<file path="src/rtl/hbd_pkg.sv">
package hbd_pkg;

  localparam int TAP_COUNT_DEF = 39;
  localparam int BASE_TAPS     = 39;
  localparam int COEF_IDX_W    = 7;
  localparam int SAMPLE_W      = 12;
  localparam int PCM_W         = 16;
  localparam int CODE_W        = 8;
  localparam int CFG_IDX_W     = 2;
  localparam int CFG_DATA_W    = 1;

  localparam logic [CFG_IDX_W-1:0] REG_ENABLE = 2'd0;
  localparam logic [CFG_IDX_W-1:0] REG_STEREO = 2'd1;

  localparam logic [14:0] ULAW_BIAS = 15'h0084;
  localparam logic [16:0] ULAW_CLIP = 17'd32635;

  typedef struct packed {
    logic valid;
    logic first;
    logic last;
  } mac_op_t;

  localparam logic signed [PCM_W-1:0] COEF_TABLE [0:BASE_TAPS-1] = '{
    -16'sd43, 16'sd0, 16'sd64, 16'sd0, -16'sd123, 16'sd0, 16'sd231, 16'sd0,
    -16'sd405, 16'sd0, 16'sd670, 16'sd0, -16'sd1081, 16'sd0, 16'sd1778, 16'sd0,
    -16'sd3288, 16'sd0, 16'sd10378, 16'sd16405, 16'sd10378, 16'sd0, -16'sd3288,
    16'sd0, 16'sd1778, 16'sd0, -16'sd1081, 16'sd0, 16'sd670, 16'sd0, -16'sd405,
    16'sd0, 16'sd231, 16'sd0, -16'sd123, 16'sd0, 16'sd64, 16'sd0, -16'sd43
  };

  // taps past the base window are zero
  function automatic logic signed [PCM_W-1:0] coef_at(input logic [COEF_IDX_W-1:0] idx);
    logic signed [PCM_W-1:0] c;
    c = '0;
    if (idx < COEF_IDX_W'(BASE_TAPS)) c = COEF_TABLE[idx[5:0]];
    return c;
  endfunction

endpackage

</file>
<file path="src/rtl/hbd_ram.sv">
module hbd_ram #(
  parameter int WIDTH = 32,
  parameter int DEPTH = 39
) (
  input  logic                     clk,
  input  logic                     we,
  input  logic [$clog2(DEPTH)-1:0] waddr,
  input  logic [WIDTH-1:0]         wdata,
  input  logic                     re,
  input  logic [$clog2(DEPTH)-1:0] raddr,
  output logic [WIDTH-1:0]         rdata
);

  logic [WIDTH-1:0] mem [0:DEPTH-1];

  always_ff @(posedge clk) begin
    if (we) mem[waddr] <= wdata;
    if (re) rdata <= mem[raddr];
  end

endmodule

</file>
<file path="src/rtl/hbd_mac.sv">
module hbd_mac
  import hbd_pkg::*;
#(
  parameter int TAP_COUNT = TAP_COUNT_DEF
) (
  input  logic                    clk,
  input  logic                    rst,
  input  mac_op_t                 op,
  input  logic signed [PCM_W-1:0] sample,
  input  logic signed [PCM_W-1:0] coef,
  output logic                    done,
  output logic signed [PCM_W-1:0] result
);

  localparam int ACC_W = 2 * PCM_W + $clog2(TAP_COUNT);
  localparam logic signed [ACC_W-1:0] SAT_MAX = ACC_W'(32767);
  localparam logic signed [ACC_W-1:0] SAT_MIN = -ACC_W'(32768);

  logic signed [2*PCM_W-1:0] prod;
  mac_op_t                   p_op;
  logic signed [ACC_W-1:0]   acc;
  logic signed [ACC_W-1:0]   acc_sh;

  always_ff @(posedge clk) begin
    if (rst) begin
      p_op <= '0;
      done <= 1'b0;
    end else begin
      p_op <= op;
      done <= p_op.valid & p_op.last;
    end
    prod <= sample * coef;
    if (p_op.valid) acc <= (p_op.first ? '0 : acc) + ACC_W'(prod);
  end

  // drop the Q15 fraction, then clamp to 16 bits
  always_comb begin
    acc_sh = acc >>> 15;
    if (acc_sh > SAT_MAX)      result = 16'sh7FFF;
    else if (acc_sh < SAT_MIN) result = -16'sh8000;
    else                       result = acc_sh[PCM_W-1:0];
  end

endmodule

</file>
<file path="src/rtl/hbd_mulaw.sv">
module hbd_mulaw
  import hbd_pkg::*;
(
  input  logic signed [PCM_W-1:0] pcm,
  output logic [CODE_W-1:0]       code
);

  logic        sign;
  logic [16:0] mag_abs;
  logic [14:0] mag;
  logic [2:0]  ex;
  logic [14:0] shifted;

  always_comb begin
    sign    = pcm[PCM_W-1];
    mag_abs = sign ? (17'd0 - {pcm[PCM_W-1], pcm}) : {1'b0, pcm};
    if (mag_abs > ULAW_CLIP) mag_abs = ULAW_CLIP;
    mag = mag_abs[14:0] + ULAW_BIAS;
    // exponent from the highest set bit among bits 14 down to 8
    ex = 3'd0;
    for (int i = 0; i < 7; i++) begin
      if (mag[i + 8]) ex = 3'(i + 1);
    end
    // shift amount reaches 10, so widen it past 3 bits
    shifted = mag >> ({1'b0, ex} + 4'd3);
    code = ~{sign, ex, shifted[3:0]};
  end

endmodule

</file>
<file path="src/rtl/halfband_decimator_mulaw.sv">
// Stereo half-band decimate-by-two FIR with G.711 mu-law output. Each input
// item carries one signed 12-bit left/right pair; both are scaled to 16 bits
// and stored in a shared delay-line RAM. Every second item runs the
// TAP_COUNT-tap Q15 filter on both channels with a single multiply-accumulate
// unit, one product per cycle, left pass then right pass, and emits either
// two codes (stereo_mode=1: left, then right with last set) or one mono code
// of the averaged pair. An item that only fills the delay line is taken without
// a stall; a filtering item holds the input stalled through two passes of
// TAP_COUNT reads, each followed by a drain of the MAC pipeline, and a load
// state, set by the MAC unit and the one read port of the delay-line RAM, plus
// any wait for the output register to free up.
// Results wait in an output register, so input items keep flowing while a
// code is stalled. With enable=0 items are taken and dropped. Setting enable,
// or changing stereo_mode while enabled, restarts the filter history from
// zero. Configuration writes are always ready.
module halfband_decimator_mulaw
  import hbd_pkg::*;
#(
  parameter int TAP_COUNT = TAP_COUNT_DEF
) (
  input  logic                         clk,
  input  logic                         rst,
  input  logic                         in_valid,
  output logic                         in_stall,
  input  logic signed [SAMPLE_W-1:0]   left_sample,
  input  logic signed [SAMPLE_W-1:0]   right_sample,
  output logic                         out_valid,
  input  logic                         out_stall,
  output logic [CODE_W-1:0]            ulaw_code,
  output logic                         is_right,
  output logic                         last,
  input  logic                         cfg_valid,
  output logic                         cfg_ready,
  input  logic [CFG_IDX_W-1:0]         cfg_index,
  input  logic [CFG_DATA_W-1:0]        cfg_data
);

  localparam int IDX_W  = $clog2(TAP_COUNT);
  localparam int FILL_W = $clog2(TAP_COUNT + 1);
  localparam logic [IDX_W-1:0]  LAST_IDX = IDX_W'(TAP_COUNT - 1);
  localparam logic [FILL_W-1:0] FULL     = FILL_W'(TAP_COUNT);

  typedef enum logic [3:0] {
    S_IDLE = 4'b0001,
    S_MAC  = 4'b0010,
    S_WAIT = 4'b0100,
    S_LOAD = 4'b1000
  } state_t;

  state_t              state;
  logic                enable;
  logic                stereo;
  logic [IDX_W-1:0]    wr_idx;
  logic [IDX_W-1:0]    wr_idx_next;
  logic [FILL_W-1:0]   fill;
  logic                phase;
  logic [IDX_W-1:0]    base;
  logic [IDX_W-1:0]    rd_addr;
  logic [IDX_W-1:0]    tap;
  logic                chan;

  logic                in_take;
  logic                cfg_take;
  logic                clear_hist;
  logic                out_take;
  logic                out_free;

  logic                rd_en;
  logic [2*PCM_W-1:0]  rd_data;
  mac_op_t             s0_op;
  mac_op_t             s1_op;
  logic [IDX_W-1:0]    s1_tap;
  logic                s1_ok;
  logic                s1_chan;
  logic signed [PCM_W-1:0] s1_sample;
  logic signed [PCM_W-1:0] s1_coef;
  logic                mac_done;
  logic signed [PCM_W-1:0] mac_result;

  logic signed [PCM_W-1:0] vl;
  logic signed [PCM_W-1:0] vr;
  logic signed [PCM_W-1:0] pend_pcm;
  logic                    pend_valid;
  logic signed [PCM_W:0]   pair_sum;
  logic signed [PCM_W-1:0] enc_in;
  logic [CODE_W-1:0]       enc_code;

  assign in_stall  = (state != S_IDLE);
  assign in_take   = in_valid & ~in_stall;
  assign cfg_ready = 1'b1;
  assign cfg_take  = cfg_valid & cfg_ready;
  assign out_take  = out_valid & ~out_stall;
  assign out_free  = ~out_valid | (out_take & ~pend_valid);

  assign clear_hist = cfg_take &
                      (((cfg_index == REG_ENABLE) & cfg_data[0] & ~enable) |
                       ((cfg_index == REG_STEREO) & (cfg_data[0] != stereo) & enable));

  assign wr_idx_next = (wr_idx == LAST_IDX) ? '0 : wr_idx + 1'b1;

  hbd_ram #(
    .WIDTH (2 * PCM_W),
    .DEPTH (TAP_COUNT)
  ) u_line (
    .clk   (clk),
    .we    (in_take & enable),
    .waddr (wr_idx),
    .wdata ({16'(right_sample) <<< 4, 16'(left_sample) <<< 4}),
    .re    (rd_en),
    .raddr (rd_addr),
    .rdata (rd_data)
  );

  assign rd_en       = (state == S_MAC);
  assign s0_op.valid = rd_en;
  assign s0_op.first = (tap == '0);
  assign s0_op.last  = (tap == LAST_IDX);

  always_ff @(posedge clk) begin
    if (rst) s1_op <= '0;
    else     s1_op <= s0_op;
    s1_tap  <= tap;
    s1_ok   <= FILL_W'(rd_addr) < fill;
    s1_chan <= chan;
  end

  // never-written entries read as zero
  assign s1_sample = ~s1_ok ? '0 :
                     (s1_chan ? rd_data[2*PCM_W-1:PCM_W] : rd_data[PCM_W-1:0]);
  assign s1_coef   = coef_at(COEF_IDX_W'(s1_tap));

  hbd_mac #(
    .TAP_COUNT (TAP_COUNT)
  ) u_mac (
    .clk    (clk),
    .rst    (rst),
    .op     (s1_op),
    .sample (s1_sample),
    .coef   (s1_coef),
    .done   (mac_done),
    .result (mac_result)
  );

  always_ff @(posedge clk) begin
    if (rst) begin
      state  <= S_IDLE;
      enable <= 1'b0;
      stereo <= 1'b0;
      wr_idx <= '0;
      fill   <= '0;
      phase  <= 1'b0;
      chan   <= 1'b0;
      tap    <= '0;
    end else begin
      if (cfg_take) begin
        if (cfg_index == REG_ENABLE) enable <= cfg_data[0];
        if (cfg_index == REG_STEREO) stereo <= cfg_data[0];
      end
      if (clear_hist) begin
        wr_idx <= '0;
        fill   <= '0;
        phase  <= 1'b0;
      end
      unique case (state)
        S_IDLE: begin
          if (in_take && enable) begin
            wr_idx <= wr_idx_next;
            if (fill != FULL) fill <= fill + 1'b1;
            phase <= ~phase;
            if (phase) begin
              base    <= wr_idx_next;
              rd_addr <= wr_idx_next;
              tap     <= '0;
              chan    <= 1'b0;
              state   <= S_MAC;
            end
          end
        end
        S_MAC: begin
          rd_addr <= (rd_addr == LAST_IDX) ? '0 : rd_addr + 1'b1;
          tap     <= tap + 1'b1;
          if (tap == LAST_IDX) state <= S_WAIT;
        end
        S_WAIT: begin
          if (mac_done) begin
            if (!chan) begin
              vl      <= mac_result;
              chan    <= 1'b1;
              rd_addr <= base;
              tap     <= '0;
              state   <= S_MAC;
            end else begin
              vr    <= mac_result;
              state <= S_LOAD;
            end
          end
        end
        S_LOAD: begin
          if (out_free) state <= S_IDLE;
        end
        default: state <= S_IDLE;
      endcase
    end
  end

  assign pair_sum = {vl[PCM_W-1], vl} + {vr[PCM_W-1], vr};
  assign enc_in   = pend_valid ? pend_pcm : (stereo ? vl : pair_sum[PCM_W:1]);

  hbd_mulaw u_enc (
    .pcm  (enc_in),
    .code (enc_code)
  );

  always_ff @(posedge clk) begin
    if (rst) begin
      out_valid  <= 1'b0;
      pend_valid <= 1'b0;
    end else if (state == S_LOAD && out_free) begin
      out_valid  <= 1'b1;
      pend_valid <= stereo;
    end else if (out_take) begin
      out_valid  <= pend_valid;
      pend_valid <= 1'b0;
    end
    if (state == S_LOAD && out_free) begin
      ulaw_code <= enc_code;
      is_right  <= 1'b0;
      last      <= ~stereo;
      pend_pcm  <= vr;
    end else if (out_take && pend_valid) begin
      // advance the held right code
      ulaw_code <= enc_code;
      is_right  <= 1'b1;
      last      <= 1'b1;
    end
  end

`ifndef SYNTHESIS
  a_pend_needs_out: assert property (@(posedge clk) disable iff (rst)
    pend_valid |-> out_valid)
    else $error("right code held without a visible left code");

  a_done_in_wait: assert property (@(posedge clk) disable iff (rst)
    mac_done |-> state == S_WAIT)
    else $error("MAC finished outside the wait state");

  a_phase_cleared: assert property (@(posedge clk) disable iff (rst)
    (state == S_MAC) |-> !phase)
    else $error("filtering with decimation phase still set");

  a_index_range: assert property (@(posedge clk) disable iff (rst)
    (fill <= FULL) && (wr_idx <= LAST_IDX) && (rd_addr <= LAST_IDX || state != S_MAC))
    else $error("delay-line index out of range");

  a_not_last_pending: assert property (@(posedge clk) disable iff (rst)
    (out_valid && !last) |-> pend_valid)
    else $error("non-final code without a following code");
`endif

endmodule

</file>
<file path="config.mk">
export PLATFORM = sky130hd
export DESIGN_NAME = halfband_decimator_mulaw
export DESIGN_NICKNAME = d
export VERILOG_FILES = /design/src/rtl/hbd_pkg.sv /design/src/rtl/hbd_ram.sv /design/src/rtl/hbd_mac.sv /design/src/rtl/hbd_mulaw.sv /design/src/rtl/halfband_decimator_mulaw.sv
export SDC_FILE = /design/constraint.sdc
export NUM_CORES = 2
export LEC_CHECK = 0
export ABC_AREA = 1
export BUFFER_PORTS_ARGS = -buffer_cell sky130_fd_sc_hd__buf_4
export CAP_MARGIN = 20
export CORE_ASPECT_RATIO = 0.5
export CORE_MARGIN = 1.5
export CORE_UTILIZATION = 50
export DETAILED_ROUTE_END_ITERATION = 8
export GPL_ROUTABILITY_DRIVEN = 1
export PLACE_DENSITY = 0.62
export SYNTH_ARGS = -nofsm -noshare
export SYNTH_HDL_FRONTEND = slang
export SYNTH_SLANG_ARGS = --single-unit
</file>
<file path="constraint.sdc">
create_clock -name clk -period 11.2 [get_ports clk]
set_input_delay 2.24 -clock clk [delete_from_list [all_inputs] [get_ports clk]]
set_output_delay 2.24 -clock clk [all_outputs]
set_load 0.1 [all_outputs]
</file>
After elaboration in Yosys (flattened, before gate mapping)
Memory sizes are Yosys's and may differ from the RTL's. A register that Yosys moved wholly into a read port is not among the register bits.
Cells that the tools add are included.

operators by class
  add/subtract/negate cells = 9
  multiply operators = 1
  div/mod/pow operators = 0
  $lt $le $gt $ge = 6
  equality and inequality tests = 17
  shifts and indexed selects = 1
  mux-type cells = 62
  bitwise operators = 23
  reduce and logical (&&, ||, !) cells = 18

operator list
  kind                     number
  $mux W16                 9
  $mux W6                  17
  $add A38 B38 Y38         1
  $mux W38                 1
  $pmux W6 S3              2
  $mul A16 B16 Y32         1
  $add A6 B1 Y6 const B    4
  $mux W4                  6
  $gt A23 B16 Y1 const B   1
  $lt A23 B16 Y1 const B   1
  $eq A6 B6 Y1 const B     3
  $add A16 B16 Y17         1
  $gt A17 B15 Y1 const B   1
  $mux W17                 1
  $sub A1 B16 Y17 const A  1
  $mux W8                  2
  $pmux W4 S4              1
  $reduce_and A4 Y1        4
  $add A15 B8 Y15 const B  1
  $mux W1                  15
  $mux W15                 1
  $shr A15 B4 Y4           1
  $mux W3                  4
  $and A1 B1 Y1            10
  other kinds (28)         48

storage, ports and cells
  bits in registers = 215
  bits in latches = 0
  memory bits (writable) = 936
  memory bits (read-only) = 1024
  output and inout port bits = 13
  word-level logic and storage cells = 170
  memories kept = 2

memory list
  memory           depth  width  rd ports  clocked after Yosys merged registers in  wr ports  line           source
  (no name shown)  64     16     1         0                                        0         hbd_pkg.sv:36  if (idx < COEF_IDX_W'(BASE_TAPS)) c = COEF_TABLE[idx[5:0]];
  u_line.mem       39     24     1         1                                        1         hbd_ram.sv:14  logic [WIDTH-1:0] mem [0:DEPTH-1];

Depth between registers and ports, before layout
  depth in word-level cells = 20
  gate-level depth with buffers = 42
  mapped depth without buffers = 42

By module
From an unflattened synthesis, not the netlist that was laid out.

unflattened totals
  cell total of the unflattened synthesis = 7626
  area, all modules = 75462.4 um^2

modules (own cells, without submodules)
  module                    instances  cells each  area each (um^2)
  hbd_ram                   1          4209        51443.1
  hbd_mac                   1          2324        16236.8
  halfband_decimator_mulaw  1          829         6357.3
  hbd_mulaw                 1          264         1425.1

Worst setup path before layout
OpenSTA, ideal clock, no wires.

  kind = flip-flop to flip-flop
  from = register s1_tap[0]
  to = register u_mac.prod[31]
  arrival time = 7043 ps
  data required time = 11128 ps
  slack = 4085 ps
  stages on the path, launching flop included = 35
  period minus slack after synthesis = 7115 ps
  cell sequence = dfxtp_1 inv_1 ha_1 inv_1 nor2_1 inv_1 o21ai_0 inv_1 nor2_1 clkinv_1 nor2_1 inv_1 fa_1 fa_1 fa_1 fa_1 fa_1 inv_1 fa_1 ha_1 nand2_1 inv_1 nand4_1 o211ai_1 a21oi_1 o21ai_0 a21oi_1 o21bai_1 a21oi_1 nor2_1 nor2_1 o21ai_0 nand3_1 o21bai_1 xor2_1

between the ends
  word-level cells in the longest chain between the ends = 6
  elaborated cells between the ends (all ways) = 7

RTL lines
  what                                          line                             source
  start: declaration                            halfband_decimator_mulaw.sv:72   logic [IDX_W-1:0] s1_tap;
  start signal: assignment                      halfband_decimator_mulaw.sv:122  s1_tap <= tap;
  $not A6 Y7 (implied by the code)              hbd_pkg.sv:36
  $mem_v2 Z64 W16                               --
  $mux W16 (implied by the code) (2 in series)  hbd_pkg.sv:36
  $mux W16 *                                    hbd_pkg.sv:36
  $mul A16 B16 Y32 *                            hbd_mac.sv:32                    prod <= sample * coef;
  end signal: assignment                        hbd_mac.sv:32
  end: declaration                              hbd_mac.sv:19                    logic signed [2*PCM_W-1:0] prod;

Every way passes the cells marked *; elsewhere a longest branch is shown, timed or not. The select of a mux whose other input is x is not followed.
A chain may end at the register's enable or synchronous reset.

Worst setup path after layout
Ends and elaborated chain as after synthesis.

==> metrics.yaml <==
clocking:
  cts_root_buf: "clkbuf_16"
  postCtsSetupRepairBufs: 0
  clkLatencyLatePin_ps: 730
  cts_sinks: 1135
  clockBufferDepth: 3
  hold_buffers: 0
  cts.clk_slew.worst_paths_ps: 70
  cts_made_buffers: 100
  cts_tree: "done"
  cts_resized: 0
  h-tree-depth: 3
synthesis:
  yosysTopAreaCellShare: 0.572
  syn_area_per_cell_um2: 11.0
  synth_cells: 5070
  synthTopCellsByArea: "edfxtp_1 57%, fa_1 7.6%, nor2_1 5.9%"
  synth_most_common_cell: "edfxtp_1"
  synth_top_area_cell: "edfxtp_1"
  ys_warn_count: 0
  synth_edf_count: 1063
  syn-cell-area_um2: 55800
  ys_seq_area_frac: 0.598
  synth_common_cells: "1063 x edfxtp_1, 883 x nor2_1, 580 x o21ai_0"
  yosys_most_used_dff: "edfxtp_1"
  yosysUniqueCellTypes: 64
  ys_async_sr_fraction: 0
  ys_ff_latch: 1135
  syn_nets: 5453
floorplan:
  start_util: 0.505
  die_area_um2: 114000
  num_rows: 86
  die_x_um: 475
  die_h_um: 239
  ios: 45
  core_area_um2: 110000
grt:
  grt_remaining_overflow: 0
  grt_max_degree: 167
  grt_pass1_wl_mm: 223
  antenna_found_initial: 3
  grt_pass1_vias: 37200
  grt_use_total: 0.260
timing:
  finalCritPeriodShare: 0.731
  rsz0062_at_grt: "false"
  setup_viol: 0
  tns_ps: 0
  final.min_clock_period_ps: 8180
  layout_setup_ws_ps: 3020
  fmax_mhz: 122
  hold_violations: 0
  slew_violations: 0
  fin_worst_skew_ps: 48.4
  worst_pin_slew_ps: 1240
  relSlewSlack: 0.169
route:
  drt-total-wl_mm: 147
  drt_pre_antenna_iters: 6
  drtIter0Drc: 4121
  viasPerCell: 5.74
  drc: 0
  drtAntennaViolNets: 0
  vias: 38000
  avgRoutedWirePerCell_um: 22.2
placement:
  place_area_um2: 57900
  gp_congestion: 0.927
  port_buffers: 43
  detailed_place_hpwl_mm: 87.9
  pre_cts_slack_ps: 3090
critical_path:
  crit_required_ps: 11830
  crit_path_max_fanout: 10
  rrSetupSlack_ps: 3020
  critical_path_arrival_ps: 8810
  worstSetupPathType: "flop to flop"
  r2r_cells: 34
  cpMostUsedCell: "inv_1"
  regToRegEndpoint: "u_mac.prod[31]$_DFF_P_"
  setup.worst_path.start_class: "flop"
  crit_path_top_delay_cell: "fa_1"
  crit_path_end_kind: "flop"
  reg2reg_from: "s1_tap[0]$_DFF_P_"
  crit_path_max_incr_delay_ps: 700
status:
  outcome: "finished clean"
final_layout:
  nets: 5424
  final_layout_size_suffix_gt1_frac: 0.0768
  syn_to_final_growth_pct: 9.99
  final_util: 0.556
  n_antenna_cell: 0
  design_area_um2: 61400
hold_path:
  holdCritStartpoint: "s1_op[0]$_SDFF_PP0_"
  hold_path_class: "flop to flop"
  hold_path_depth: 2
  hold_end: "u_mac.p_op[0]$_SDFF_PP0_"
power:
  finalPower_mw: 17.9
  power.leakage_nw: 22.3
  pwr_density_cell_nw_per_um2: 292
  max-vdd-ir-drop_v: 0.000412
run:
  cap_violations: 0
through the flow:
step                      hold slack [ps]  instances
after global placement                367       6426
after floorplan                       352       5070
final                                 368       6624
after CTS                             379       6619
after global routing                  393       6624
after detailed placement              363       6430
critical path, delay by kind of cell, from the launching register on:
| kind | cells | cell delay (ps) |
|---|---|---|
| fa+ha+maj | 8 | 3750 |
| compound gates | 9 | 1630 |
| simple gates | 8 | 1240 |
| buf+inv | 8 | 970 |
| flops | 1 | 370 |
| xor+xnor | 1 | 150 |
flip-flops by register name (all words and copies together), names as in the netlist, 8 cells and up:
| register | cells |
|---|---|
| u_mac.acc | 34 |
| ulaw_code | 8 |
| vr | 16 |
| vl | 16 |
| u_line.rdata | 24 |
| u_mac.prod | 28 |
| pend_pcm | 16 |
| u_line.mem | 936 |
routing by layer:
layer  global-route usage  vias up  part of all wire
li1                     -    17500                 -
met1                0.368    18900              0.44
met2                0.419     1417              0.47
met3               0.0433      189             0.076
met4               0.0647        2             0.021
met5                    0        -           0.00014
where the power goes:
part	internal [mW]	leakage [nW]	switching, mW
Sequential	4.94	10.2	0.0474
Combinational	3.75	10.5	5.64
Clock	1.96	1.64	1.61
Total	10.6	22.3	7.29
cell usage in the layout (no fill, tap or decap), drive strengths merged, types with 24 or more instances in the layout:
cell and count:
a21oi 170, buf 113, clkbuf 122, clkinv 67, dfxtp 72, edfxtp 1063
fa 212, ha 139, inv 453, nand2 586, nand3 164, nor2 898
nor3 30, o211ai 33, o21ai 583, o221ai 32, o22ai 193, xnor2 24
xor2 51
worst max path at each step:
stage               slack [ps]                endpoint  cells past startpoint         startpoint
floorplan                 4090  u_mac.prod[31]$_DFF_P_                     34  s1_tap[0]$_DFF_P_
global placement          3030  u_mac.prod[31]$_DFF_P_                     29    s1_chan$_DFF_P_
detailed placement        3090  u_mac.prod[31]$_DFF_P_                     34  s1_tap[0]$_DFF_P_
CTS                       3060  u_mac.prod[31]$_DFF_P_                     34  s1_tap[0]$_DFF_P_
global route              2240  u_mac.prod[31]$_DFF_P_                     34  s1_tap[0]$_DFF_P_
finish                    3020  u_mac.prod[31]$_DFF_P_                     34  s1_tap[0]$_DFF_P_
logic make-up (layout without fill, tap and decap cells):
group	count (synthesis)	after routing	share of synthesized area
buf+inv	713	771	0.0491
compound gates	1075	1075	0.108
other cells	1	1	0.0000672
fa+ha+maj	351	351	0.107
xor+xnor	75	75	0.0122
simple gates	1720	1720	0.126
flops	1135	1135	0.598
final cells by class:
class                   count  area (µm²)
clock buffers             122        2700
clock inverters            67         669
fillers                  9357       49000
inverters                 469        1780
multi-input cells        3222       20000
flip-flops and latches   1135       33400
well taps                1496        1870
repair buffers            113        1000
Note: power is estimated with default switching activity, not from simulation.
